===== config.mk =====
export PLATFORM = sky130hd
export DESIGN_NAME = tpc_divider
export DESIGN_NICKNAME = d
export VERILOG_FILES = /design/src/hw/rtl/tpc_pkg.sv /design/src/hw/rtl/tpc_divider.sv
export SDC_FILE = /design/constraint.sdc
export NUM_CORES = 1
export LEC_CHECK = 0
export BUFFER_PORTS_ARGS = -buffer_cell sky130_fd_sc_hd__clkbuf_2
export CORE_ASPECT_RATIO = 0.7
export CORE_MARGIN = 4
export CORE_UTILIZATION = 58
export CTS_CLUSTER_SIZE = 14
export DETAILED_ROUTE_END_ITERATION = 8
export PLACE_DENSITY = 0.84
export SETUP_SLACK_MARGIN = 0.4
export SLEW_MARGIN = 0
export SYNTH_ARGS = -nofsm -noshare
export SYNTH_HDL_FRONTEND = slang
export SYNTH_SLANG_ARGS = --single-unit

===== constraint.sdc =====
create_clock -name clk -period 4.3 [get_ports clk]
set_input_delay 0 -clock clk [delete_from_list [all_inputs] [get_ports clk]]
set_output_delay 0 -clock clk [all_outputs]
set_load 0.005 [all_outputs]

===== src/hw/rtl/tpc_pkg.sv =====
// Shared types and constants for the triangle plane clipper.
package tpc_pkg;

  localparam int FRACTION_BITS = 16;
  localparam int T_BITS = 30;
  localparam int COORD_W = 32;
  localparam int CFG_IDX_W = 2;
  localparam int CFG_DATA_W = 64;

  localparam logic [CFG_IDX_W-1:0] REG_NORMAL_X = 2'd0;
  localparam logic [CFG_IDX_W-1:0] REG_NORMAL_Y = 2'd1;
  localparam logic [CFG_IDX_W-1:0] REG_NORMAL_Z = 2'd2;
  localparam logic [CFG_IDX_W-1:0] REG_PLANE_OFFSET = 2'd3;

  // Divider request and reply between the sequencer and the shared divider.
  typedef struct packed {
    logic        start;
    logic [31:0] num;
    logic [31:0] den;
  } div_req_t;

  typedef struct packed {
    logic        busy;
    logic        done;
    logic [30:0] quot;
  } div_rsp_t;

endpackage


===== src/hw/rtl/tpc_divider.sv =====
// Restoring radix-2 divider that forms floor(num * 2^30 / den), one bit per cycle.
module tpc_divider (
  input  logic              clk,
  input  logic              rst,
  input  tpc_pkg::div_req_t req,
  output tpc_pkg::div_rsp_t rsp
);

  logic [32:0] rem;
  logic [62:0] dividend;
  logic [31:0] den;
  logic [30:0] quot;
  logic [5:0]  cnt;
  logic        busy;
  logic        done;
  logic [33:0] trial;

  // Shifted-in remainder bit and trial subtraction.
  assign trial = {rem, dividend[62]} - {2'b00, den};

  always_ff @(posedge clk) begin
    if (rst) begin
      busy <= 1'b0;
      done <= 1'b0;
      cnt  <= '0;
    end else begin
      done <= 1'b0;
      if (req.start) begin
        busy     <= 1'b1;
        rem      <= '0;
        dividend <= {1'b0, req.num, 30'd0};
        den      <= req.den;
        cnt      <= 6'd63;
      end else if (busy) begin
        dividend <= {dividend[61:0], 1'b0};
        if (!trial[33]) begin
          rem  <= trial[32:0];
          quot <= {quot[29:0], 1'b1};
        end else begin
          rem  <= {rem[31:0], dividend[62]};
          quot <= {quot[29:0], 1'b0};
        end
        cnt <= cnt - 6'd1;
        if (cnt == 6'd1) begin
          busy <= 1'b0;
          done <= 1'b1;
        end
      end
    end
  end

  assign rsp.busy = busy;
  assign rsp.done = done;
  assign rsp.quot = quot;

endmodule


==> impl_metrics.py, run 1 <==
metrics = {
    "outcome": {
        "status": "complete, no violations",
    },
    "logic_synthesis": {
        "synth-async-reset-ratio": 0,
        "syn-cell-area_sq_um": 7000,
        "synth_area_leaders": "edfxtp_1 (55%), ha_1 (6.1%), mux2_2 (5.0%)",
        "ys_seq_area_frac": 0.577,
        "synth_top_area_share": 0.554,
        "yosysTopAreaCell": "edfxtp_1",
        "synth-edff-count": 129,
        "synth_nets": 662,
        "synthFlopType": "edfxtp_1",
        "synthCells": 560,
        "yosys_register_bits": 137,
        "syn_avg_cell_area_sq_um": 12.5,
        "ys_warn_count": 0,
        "synth.distinct_cells": 58,
    },
    "finish": {
        "antennaDiodeCount": 0,
        "nets": 833,
        "final_area_sq_um": 8880,
        "post-route-util": 0.755,
        "synthToLayoutAreaGrowth_pct": 27.0,
        "drive_gt1_frac": 0.246,
    },
    "placed_design": {
        "placed_cell_area_sq_um": 7640,
        "portBuffers": 99,
        "dpl.hpwl_mm": 9.37,
        "gp_congestion": 0.947,
    },
    "power_and_ir_drop": {
        "p_switching_mw": 1.07,
        "clkPwrFrac": 0.373,
        "p_per_area_nw_per_um2": 437,
        "leakage_nw": 3.65,
        "switching_share": 0.276,
        "seqPwrFrac": 0.418,
        "peakVddDrop_mv": 0.303,
        "intPower_mw": 2.81,
        "share_comb_of_total_power": 0.209,
    },
    "die": {
        "fp.dieH_um": 99.9,
        "pin_count": 100,
        "rows": 33,
        "dieArea_sq_um": 13900,
        "die_w_um": 139,
        "initial_utilization": 0.594,
        "design.core.area_sq_um": 11800,
    },
    "clocking": {
        "clkTransAtPathRegs_ns": 0.06,
        "cts_buffer_depth": 2,
        "cts-root-buf": "clkbuf_16",
        "cts_buffers": 17,
        "cts_tree": "built",
        "cts_sinks": 137,
        "cts_resized": 0,
        "htreeDepth": 4,
        "clock_latency_ns": 0.42,
    },
    "timing": {
        "setup_violations": 0,
        "max_freq_ghz": 0.288,
        "post-route-period-util": 0.809,
        "slew_headroom": 0.441,
        "final.setup.tns_ns": 0,
        "period_minus_slack_ns": 3.48,
        "finalHoldViolations": 0,
        "fin_skew_ns": 0.0111,
        "worst_slew_pin_slew_ns": 0.836,
        "rsz0062_at_grt": "no",
        "final_max_slew_viol_count": 0,
    },
    "drt": {
        "drc": 0,
        "drt-initial-drc-count": 351,
        "firstDrtPassIters": 5,
        "wire_per_inst_um": 17.0,
        "via_per_inst": 5.62,
        "vias": 5064,
        "ant_nets": 0,
        "postRouteWirelength_mm": 15.3,
    },
    "critical_path": {
        "crit_path_end_kind": "register",
        "cp.required_ns": 4.46,
        "cp-start-kind": "register",
        "cp_max_fo": 3,
        "worstPathArrival_ns": 3.64,
        "path_class": "register to register",
    },
    "global_routing": {
        "grt_pass1_vias": 5236,
        "antenna_found_initial": 0,
        "grt_pass1_wl_mm": 25.6,
        "grt.total_usage": 0.228,
        "grt_max_degree": 68,
        "grt-ovfl-total": 0,
    },
    "flow_run": {
        "cap_violations": 0,
    },
    "worst_hold_path": {
        "worstHoldPathType": "input pin to register",
    },
}
final cells by class:
| cell class | instances | area [sq um] |
|---|---|---|
| Fill cell | 757 | 2890 |
| Tap cell | 157 | 196 |
| Sequential cell | 137 | 4030 |
| Inverter | 46 | 173 |
| Clock buffer | 18 | 429 |
| Multi-Input combinational cell | 359 | 2700 |
| Timing Repair Buffer | 170 | 1190 |
| Clock inverter | 14 | 160 |
cell families (layout without fill, tap and decap cells):
family / after synthesis / count (layout) / synth area share
flip-flops: 137 / 137 / 0.577
AO/OA/AOI/OAI: 135 / 135 / 0.133
AND/OR/NAND/NOR: 115 / 115 / 0.0785
buffers and inverters: 64 / 248 / 0.0397
multiplexers: 51 / 51 / 0.0794
adder cells (fa/ha/maj): 35 / 35 / 0.0637
XOR/XNOR: 23 / 23 / 0.0288
worst paths after layout:
path / startpoint / end / slack (ns) / cells past startpoint
max: dividend[62] / rem[32] / 0.82 / 12
min: req[64] / busy / 0.11 / 3
max reg2reg: dividend[62] / rem[32] / 0.82 / 12
min reg2reg: quot[10] / quot[11] / 0.44 / 0
registers in the layout (all words and copies together) (netlist names):
register,cells
den,32
dividend,33
rem,33
done,1
busy,1
cnt,6
quot,31
layout by cell type, fill, tap and decap left out, drive strengths merged, types with 5 or more instances in the layout:
cell	instances
clkbuf	117
a21oi	43
o21a	8
nor3	13
edfxtp	129
nor2b	5
o211ai	5
dfxtp	8
xnor2	16
nand2	25
nand3	7
nor2	43
a21o	14
o21ai	27
ha	34
a211oi	8
dlygate4sd3	65
buf	6
inv	53
mux2i	18
nand3b	5
xor2	7
mux2	33
per-stage QoR:
step	power, mW	std cells	hold WS [ns]	setup WS (ns)
final	3.88	901	0.107	0.822
after global routing	4.07	901	0.123	0.593
after CTS	3.89	901	0.0556	0.840
after detailed placement	2.39	804	0.179	0.934
after global placement	2.35	804	0.176	1.10
after floorplan	2.23	560	0.0989	0.557
metal layers:
layer  vias up  GRT usage  wire length [um]
li1       2430          -                 -
met1      2415      0.306              6840
met2       197      0.377              7340
met3        22     0.0543               944
met4         0     0.0677               176
met5         -          0                 0
critical path, stage by stage, from the launching register on:
cell and delay, ns:
edfxtp_1 0.41, inv_1 0.10, ha_1 0.21, fa_1 0.24, nor2b_1 0.08, o31ai_1 0.41, a211oi_1 0.20, nor3_2 0.25
o211ai_1 0.16, a31oi_1 0.30, o31ai_1 0.15, a2111oi_4 0.36, mux2_1 0.35
cell usage after synthesis, drive strengths merged (7+ instances only):
master  instances
o21ai          27
buf            10
nand2          25
a21o           14
clkbuf          8
edfxtp        129
xor2            7
a211oi          8
dfxtp           8
ha             34
mux2           33
nor2           43
xnor2          16
mux2i          18
nor3           13
inv            46
nand3           7
o21a            8
a21oi          43
power groups by stage:
| stage | Sequential [mW] | Clock [mW] | Combinational [mW] |
|---|---|---|---|
| 2_1_floorplan | 1.64 | 0 | 0.588 |
| 3_3_place_gp | 1.64 | 0 | 0.713 |
| 3_5_place_dp | 1.65 | 0 | 0.741 |
| 4_1_cts | 1.62 | 1.47 | 0.796 |
| 5_1_grt | 1.63 | 1.54 | 0.896 |
| 6_report | 1.62 | 1.45 | 0.810 |
repair_timing:
item                      CTS  global route
hold endpoints to repair   71             0
hold buffers               65             0
setup buffers               0             0
Note: power is estimated with default switching activity, not from simulation.
==> run 2, diff against run 1 <==
- clock period: 4.3 -> 3.2 ns (I/O delays scaled with it)
==> run 2 against run 1 <==
Compared with the run above: sequential cell count is the same; worst setup slack lost 0.72 ns; clock power grew 39%.
==> impl_metrics.py, run 2 (synthesized netlist as in run 1, its figures left out) <==
metrics = {
    "outcome": {
        "status": "complete, no violations",
    },
    "finish": {
        "nets": 871,
        "final_cell_mix": "edfxtp_1 (129), clkbuf_2 (99), dlygate4sd3_1 (65)",
        "nFillCells": 612,
        "top_regs": "dividend: 33 flops, rem: 33 flops, den: 32 flops",
        "final_common_cell": "edfxtp_1",
        "final_area_sq_um": 9630,
        "post-route-util": 0.818,
        "drive_gt1_frac": 0.341,
        "synthToLayoutAreaGrowth_pct": 37.6,
        "antennaDiodeCount": 0,
    },
    "critical_path": {
        "slowest_delay_ns": 0.41,
        "worstPathArrival_ns": 3.28,
        "path_cells": "buf_4 > buf_4 > fa_2 > nor2b_4 > o31ai_4 > a211oi_2 > nor3_2 > o211ai_1 > buf_4 > buf_4 > nand4_1 > a21oi_2 > o21ai_1 > a32o_1",
        "slowest_stage": "edfxtp_1",
        "cp.required_ns": 3.38,
        "path_buf_inv": 4,
        "cpLargestDelayFamily": "compound AO/OA/AOI/OAI gates",
        "cp_max_fo": 3,
        "crit_path_end_kind": "register",
        "cp-start-kind": "register",
        "crit_top_cell": "buf_4",
        "path_class": "register to register",
    },
    "clocking": {
        "htreeDepth": 4,
        "cts_buffers": 17,
        "clock_latency_ns": 0.43,
        "cts_sinks": 137,
        "cts_buffer_depth": 2,
        "clkTransAtPathRegs_ns": 0.07,
        "cts-root-buf": "clkbuf_16",
        "cts_tree": "built",
    },
    "power_and_ir_drop": {
        "peakVddDrop_mv": 0.440,
        "leakage_nw": 3.90,
        "p_per_area_nw_per_um2": 587,
    },
    "die": {
        "rows": 33,
        "die_w_um": 139,
        "fp.dieH_um": 99.9,
        "design.core.area_sq_um": 11800,
        "dieArea_sq_um": 13900,
        "initial_utilization": 0.594,
        "pin_count": 100,
    },
    "drt": {
        "vias": 5361,
        "firstDrtPassIters": 5,
        "drc": 0,
        "wire_per_inst_um": 18.8,
        "drt-initial-drc-count": 355,
        "postRouteWirelength_mm": 17.6,
        "via_per_inst": 5.71,
        "ant_nets": 0,
    },
    "placed_design": {
        "dpl.hpwl_mm": 9.77,
        "gp_congestion": 0.923,
        "pre_cts_slack_ns": -0.114,
        "portBuffers": 99,
        "placed_cell_area_sq_um": 7760,
    },
    "global_routing": {
        "grt_pass1_wl_mm": 27.7,
        "grt-ovfl-total": 0,
        "grt.total_usage": 0.252,
        "grt_max_degree": 67,
        "antenna_found_initial": 0,
        "grt_pass1_vias": 5417,
    },
    "timing": {
        "setup_violations": 0,
        "fin_skew_ns": 0.0157,
        "rsz0062_at_grt": "yes",
        "final_max_slew_viol_count": 0,
        "slew_headroom": 0.396,
        "post-route-period-util": 0.968,
        "hold_ws_ns": 0.0502,
        "fin_ws_ns": 0.103,
        "max_freq_ghz": 0.323,
        "finalHoldViolations": 0,
        "worst_slew_pin_slew_ns": 0.906,
        "period_minus_slack_ns": 3.10,
        "final.setup.tns_ns": 0,
    },
    "flow_run": {
        "cap_violations": 0,
    },
    "worst_hold_path": {
        "worstHoldPathType": "input pin to register",
    },
}
## run 2: metrics by stage
stage	instances	total power [mW]
6_report	939	5.65
5_1_grt	939	5.89
4_1_cts	927	5.45
3_5_place_dp	813	3.28
3_3_place_gp	813	3.23
2_1_floorplan	560	3.00
## run 2: worst paths after layout
check	start	endpoint	slack [ns]	cells after the start
worst max-delay path	den[1]	rem[30]	0.10	14
worst min-delay path	req[64]	dividend[58]	0.05	2
worst max register to register	den[1]	rem[30]	0.10	14
worst min register to register	quot[9]	quot[10]	0.45	0
## run 2: metal layers
metal | global-route usage | up-vias | wire length [um]
met5 | 0 | - | 0
met4 | 0.0767 | 0 | 414
met3 | 0.0657 | 48 | 1210
met2 | 0.425 | 242 | 8680
met1 | 0.326 | 2568 | 7340
li1 | - | 2503 | -
## run 2: worst reg2reg max path, cell delays in order, from the launching register on
cell and delay, ns:
edfxtp_1 0.41, buf_4 0.15, buf_4 0.13, fa_2 0.38
nor2b_4 0.15, o31ai_4 0.09, a211oi_2 0.27, nor3_2 0.10
o211ai_1 0.19, buf_4 0.17, buf_4 0.11, nand4_1 0.18
a21oi_2 0.20, o21ai_1 0.08, a32o_1 0.26
## run 2: power by group
part           switching, mW  internal, mW  leakage, nW
registers             0.0727          2.12         1.29
clock network          0.779          1.24        0.293
logic                  0.740         0.700         2.32
## run 2: final cells by class
type,instances,area (sq um),area share
tap,157,196,0.0204
clock inverter,13,171,0.0178
timing repair buffer,208,1550,0.161
multi-input combinational,359,3070,0.319
inverter,46,173,0.0179
clock buffer,19,433,0.0450
sequential,137,4030,0.419
## run 2: what timing repair did
action / 4_1_cts / 5_1_grt
gates cloned: 0 / 1
hold buffers: 65 / 0
setup buffers: 17 / 11
setup endpoints to repair: 34 / 34
gates resized for setup: 38 / 42
pin swaps: 23 / 27
endpoints found under the hold margin: 71 / 0
